File: config.mk
export PLATFORM = sky130hd
export DESIGN_NAME = bslm_ctrl
export DESIGN_NICKNAME = d
export VERILOG_FILES = /design/src/byte_stream_loaded_mailbox_top_defines.svh /design/src/bslm_pkg.sv /design/src/bslm_ctrl.sv
export SDC_FILE = /design/constraint.sdc
export NUM_CORES = 1
export LEC_CHECK = 0
export BUFFER_PORTS_ARGS = -buffer_cell sky130_fd_sc_hd__buf_2
export CAP_MARGIN = 30
export CORE_AREA = 2 2 39 41
export DETAILED_ROUTE_END_ITERATION = 12
export DIE_AREA = 0 0 41 43
export PLACE_DENSITY_LB_ADDON = 0.25
export SETUP_SLACK_MARGIN = 0.1
export SLEW_MARGIN = 20
export SYNTH_ARGS = -nofsm -noshare
export SYNTH_HDL_FRONTEND = slang
export SYNTH_SLANG_ARGS = --single-unit
File: constraint.sdc
create_clock -name clk -period 1.2 [get_ports clk]
set_input_delay 0 -clock clk [delete_from_list [all_inputs] [get_ports clk]]
set_output_delay 0 -clock clk [all_outputs]
set_load 0.05 [all_outputs]
File: src/byte_stream_loaded_mailbox_top_defines.svh
// ----------------------------------------------------------------------------
// Byte stream loaded mailbox assertion macros
// Shared property forms for the mailbox top level checks.
// ----------------------------------------------------------------------------
`ifndef BYTE_STREAM_LOADED_MAILBOX_TOP_DEFINES_SVH
`define BYTE_STREAM_LOADED_MAILBOX_TOP_DEFINES_SVH

// The consequent must hold in the same cycle as the antecedent.
`define BSLM_ASSERT_SAME(lbl, ante, cons, msg) \
	lbl: assert property (@(posedge clk) disable iff (!arst_n) (ante) |-> (cons)) \
		else $error(msg);

// The consequent must hold in the cycle after the antecedent.
`define BSLM_ASSERT_NEXT(lbl, ante, cons, msg) \
	lbl: assert property (@(posedge clk) disable iff (!arst_n) (ante) |=> (cons)) \
		else $error(msg);

`endif

File: src/bslm_pkg.sv
// ----------------------------------------------------------------------------
// Byte stream loaded mailbox package
// Sizes, command codes, controller types and byte helpers.
// ----------------------------------------------------------------------------
`default_nettype none

package bslm_pkg;

	localparam int BUFFER_BYTES = 4096;
	localparam int MBX_WORDS    = BUFFER_BYTES / 4;
	localparam int WORD_AW      = $clog2(MBX_WORDS);
	localparam int POS_W        = $clog2(BUFFER_BYTES);

	localparam logic [2:0] CMD_RD   = 3'd0;
	localparam logic [2:0] CMD_WR   = 3'd1;
	localparam logic [2:0] CMD_HOST = 3'd2;
	localparam logic [2:0] CMD_LVL  = 3'd3;
	localparam logic [2:0] CMD_TX   = 3'd4;

	localparam logic [7:0] OP_EVENT = 8'd0;
	localparam logic [7:0] OP_LOAD  = 8'd1;

	typedef enum logic [2:0] {
		ST_CLEAR = 3'b001,
		ST_IDLE  = 3'b010,
		ST_EXEC  = 3'b100
	} state_t;

	typedef struct packed {
		logic clr_step;
		logic accept;
		logic commit;
	} ctl_t;

	typedef struct packed {
		logic clr_last;
		logic out_ready;
	} sts_t;

	function automatic logic [WORD_AW-1:0] word_index(input logic [11:0] addr);
		logic [31:0] w;
		w = 32'(addr) >> 2;
		return w[WORD_AW-1:0];
	endfunction

	function automatic logic [31:0] put_byte(input logic [31:0] word,
		input logic [1:0] lane, input logic [7:0] b);
		logic [31:0] r;
		r = word;
		for (int i = 0; i < 4; i++) begin
			if (2'(i) == lane) begin
				r[8*i +: 8] = b;
			end
		end
		return r;
	endfunction

	function automatic logic [7:0] get_byte(input logic [31:0] word,
		input logic [1:0] lane);
		return word[{lane, 3'b000} +: 8];
	endfunction

endpackage

`default_nettype wire

File: src/bslm_ctrl.sv
// ----------------------------------------------------------------------------
// Mailbox controller
// Sequences the clearing pass, item acceptance and result commit.
// ----------------------------------------------------------------------------
`default_nettype none

module bslm_ctrl (
	input  wire logic          clk,
	input  wire logic          arst_n,
	input  wire logic          in_valid,
	output logic               in_stall,
	input  wire bslm_pkg::sts_t sts,
	output bslm_pkg::ctl_t     ctl
);

	bslm_pkg::state_t state_q;
	bslm_pkg::state_t state_d;

	always_comb begin
		state_d      = state_q;
		ctl.clr_step = 1'b0;
		ctl.accept   = 1'b0;
		ctl.commit   = 1'b0;
		case (state_q)
			bslm_pkg::ST_CLEAR: begin
				ctl.clr_step = 1'b1;
				if (sts.clr_last) begin
					state_d = bslm_pkg::ST_IDLE;
				end
			end
			bslm_pkg::ST_IDLE: begin
				if (in_valid) begin
					ctl.accept = 1'b1;
					state_d    = bslm_pkg::ST_EXEC;
				end
			end
			bslm_pkg::ST_EXEC: begin
				if (sts.out_ready) begin
					ctl.commit = 1'b1;
					state_d    = bslm_pkg::ST_IDLE;
				end
			end
			default: begin
				state_d = bslm_pkg::ST_CLEAR;
			end
		endcase
	end

	assign in_stall = (state_q != bslm_pkg::ST_IDLE);

	always_ff @(posedge clk or negedge arst_n) begin
		if (!arst_n) begin
			state_q <= bslm_pkg::ST_CLEAR;
		end else begin
			state_q <= state_d;
		end
	end

endmodule

`default_nettype wire

==> impl_summary.md <==
Run status
The flow ran to the end, but the final reports show violations. The checks that failed: setup timing.

Finish
0 antenna diodes ended up in the layout. The register ranked first by flip-flop count is state_q. The number of nets in the finished design is 43. From synthesis to final layout, the design area changed by 118%. The count of non-filler cells in the finished layout is 53. The area of combinational cells with multiple inputs is ~120 um2. The fraction of final layout cells with drive strength greater than 1 is 0.703. The largest registers in the layout are state_q (3). The count of filler cells inserted in the layout is roughly 150.

In the layout the commonest cells are buf_4, buf_2, clkbuf_4. The number of flip-flops under the largest register name is 3. The finished cells cover around 380 um2.

The commonest non-fill, non-tap cell in the layout is buf_4. In the final layout, flip-flops and latches occupy between 70 and 80 um2.

Routing
Summing over every cut layer, the via total after detailed routing is 210. Before antenna repair, the detailed router went through 3 iterations. The total detailed-routing wirelength is about 520 um. For this run, design rule violations remaining after detail routing come to 0.

The detail route stage leaves a number of antenna-violating nets equal to 0. After detailed routing, the number of vias per cell comes to between 3 and 4. The detailed router finished its first iteration with 4 violations. After detailed routing, the average wire length per cell comes to 9.89 um.

Floorplanning
The number of placement rows is 14. The number of primary I/O pins is 9. The initial utilization of the core area, before any placement, comes to 0.127. Measured along the x axis, the die boundary spans between 40 and 50 um. The standard cell core area is between 1000 and 1500 um2.

The die covers between 1500 and 2000 um2. The y dimension of the die is 43 um.

Job
Across the run, the number of max-cap violations was 0.

Synth
Summed over all instances, the cell type with the most area after synthesis is dfrtp_1. Ranked by total cell area, the synthesized netlist is headed by dfrtp_1, dfstp_2, and4bb_1, or3b_1, a21oi_1. The count of warnings emitted by yosys is 0. The fraction of post-synthesis cell area in the top cell type by area is 0.286.

The mapped netlist covers around 180 um2. The number of unique standard cell types used by synthesis is 11. The mean area per synthesized cell is 10.3 um2. Counting every net in the synthesized netlist gives 22. The share of the Yosys chip area taken by registers is 0.436. The register bit count reported by yosys is 3.

The synthesized instance count is 17.

Power and ir drop
For this design the ratio of total power to cell area is 2500 nW/um2. Of the total power, the clock network draws 0.185. The analysis attributes to net switching a power of 0.386 mW. The sequential share of power is 0.210. The analysis attributes to cell leakage a power of ~0.18 nW. The internal cell power is roughly 0.57 mW. The worst voltage drop across the vdd grid is 1.09 mV. Summing internal, switching and leakage power gives around 0.95 mW. Of the total power, combinational logic draws 0.604.

The switching share of total power is 0.404.

STA
Derived from the worst setup path, the maximum achievable clock frequency is a little under 800 MHz. Setup violations remaining at the end of the flow were counted as 4. Setup repair after global routing could not meet its margin everywhere. In the post-route analysis, the smallest setup slack over all paths is -0.0740 ns. The minimum period implied by the final worst setup slack is between 1 and 1.5 ns.

The transition at the pin with the smallest max-transition slack is ~0.25 ns. Measured against its own limit, the worst slew margin works out to 0.835. The clock arrives with approximately 0.00063 ns of skew. The hold violation total from the final report came to 0.

The share of the clock period used by the worst path is 1.06. The number of slew-limit violations in the final report is 0.

Placement
The total placed cells including tap cells is between 40 and 50. The half-perimeter wire length after detailed placement is 343 um. The routability congestion estimate from global placement is 0.553. Port buffering added 8 buffers.

OpenSTA, run right after detailed placement, puts the worst setup slack at -0.00256 ns. The placed instances occupy a cell area of about 280 um2.

Critical path
Counting both buffers and inverters, the worst setup path holds a total of 1. The type of origin of the critical path is a register. The critical path's largest stage delay is approximately 0.41 ns. Traced cell by cell, the critical path runs through or3b_4 -> nor2_4 -> buf_8. The signal arrival time at the worst endpoint is 1.27 ns.

The required time at the worst-slack endpoint is ~1.2 ns. The library cell contributing the largest single delay on the critical path is or3b_4. The cell depth of the worst flop-to-flop path is 4.

In this run the worst path has a maximum fanout of 6. STA classifies the critical path endpoint as an output pin. The type of the worst setup path is register to output pin. The number of gates on the worst path with buffers counted is 3. On the critical path the largest part of the delay comes from simple AND/OR/NAND/NOR gates.

CTS
Clock tree synthesis found a total of 3 sinks. The clock tree buffer depth is 2. The buffer cell driving the clock tree root is clkbuf_4. TritonCTS built the clock tree.

The TritonCTS buffer count is 3. The number of levels the H-tree was split into is 1. The clock slew at the register clock pins of the worst setup and hold paths is 0.04 ns.

The later pin in the worst-skew pair is clocked with a latency of roughly 0.23 ns.

GRT
The initial antenna violation count is 0. The total congestion overflow is 0. The via count of the first global-routing pass is approximately 200. The global-route total usage across every layer is 0.0764. Entering global routing, the biggest net connects 7 pins.

The first global-routing pass estimated between 700 and 800 um of wire.

Hold path
The worst hold path passes through 3 cells. The path class of the tightest hold or removal check is input port to register.
-- worst min-delay path: cells and delay by family --
| kind | cells | cell delay [ns] |
|---|---|---|
| compound gates | 1 | 0.07 |
| buf+inv | 1 | 0.09 |
| simple gates | 1 | 0.10 |
-- power by group through the flow --
stage	Combinational [mW]	Clock [mW]	Sequential, mW
2_1_floorplan	0.305	0	0.206
3_3_place_gp	0.400	0	0.203
3_5_place_dp	0.409	0	0.210
4_1_cts	0.514	0.188	0.198
5_1_grt	0.614	0.205	0.205
6_report	0.577	0.177	0.201
-- path summary, 6_finish.rpt --
kind,startpoint,endpoint,slack [ns]
max in group asynchronous,arst_n,state_q[0],0.91
worst max-delay path,state_q[1],ctl[1],-0.07
worst max register to register,state_q[1],state_q[1],-0.02
worst min register to register,state_q[0],state_q[0],0.54
worst min-delay path,sts[0],state_q[2],0.07
min in group asynchronous,arst_n,state_q[1],0.09
-- layer usage --
metal,global-route usage,vias up,share of wire
met2,0.0875,11,0.43
met5,0,-,0
met1,0.0871,96,0.44
met4,0.100,0,0.029
met3,0.0314,2,0.10
li1,-,101,-
-- layout make-up --
type                       instances  area share
timing repair buffer              16       0.348
sequential                         3       0.207
tap                               16      0.0525
clock buffer                       4      0.0689
inverter                           2      0.0197
multi-input combinational         12       0.305
-- cell usage after synthesis --
| master | n |
|---|---|
| or3b_1 | 2 |
| and4bb_1 | 2 |
| nor2_1 | 2 |
| dfrtp_1 | 2 |
| dfstp_2 | 1 |
| inv_1 | 2 |
| a21oi_1 | 2 |
| xor2_1 | 1 |
| nor3_1 | 1 |
| a311o_1 | 1 |
| nand3b_1 | 1 |
-- through the flow --
| stage | hold WS, ns | utilization | TNS [ns] |
|---|---|---|---|
| 2_1_floorplan | -0.296 | - | -0.0803 |
| 3_3_place_gp | -0.207 | 0.199 | 0 |
| 3_5_place_dp | -0.203 | 0.199 | -0.00256 |
| 4_1_cts | 0.0587 | 0.259 | -0.150 |
| 5_1_grt | 0.0601 | 0.276 | -0.345 |
| 6_report | 0.0682 | 0.276 | -0.150 |
-- cells by family after synthesis --
| group | Yosys count | share of synthesized area |
|---|---|---|
| and+or+nand+nor | 8 | 0.357 |
| AOI/OAI and AO/OA | 3 | 0.114 |
| DFF | 3 | 0.436 |
| buffers and inverters | 2 | 0.0429 |
| xor gates and xnor gates | 1 | 0.0500 |
-- repair_timing --
action	in CTS	in global routing
pin swaps	0	3
buffers inserted	3	2
endpoints found under the setup margin	5	6
hold buffers	1	0
hold endpoints to repair	3	0
gates resized for setup	10	2
No activity file was read; power rests on OpenSTA's default activity.
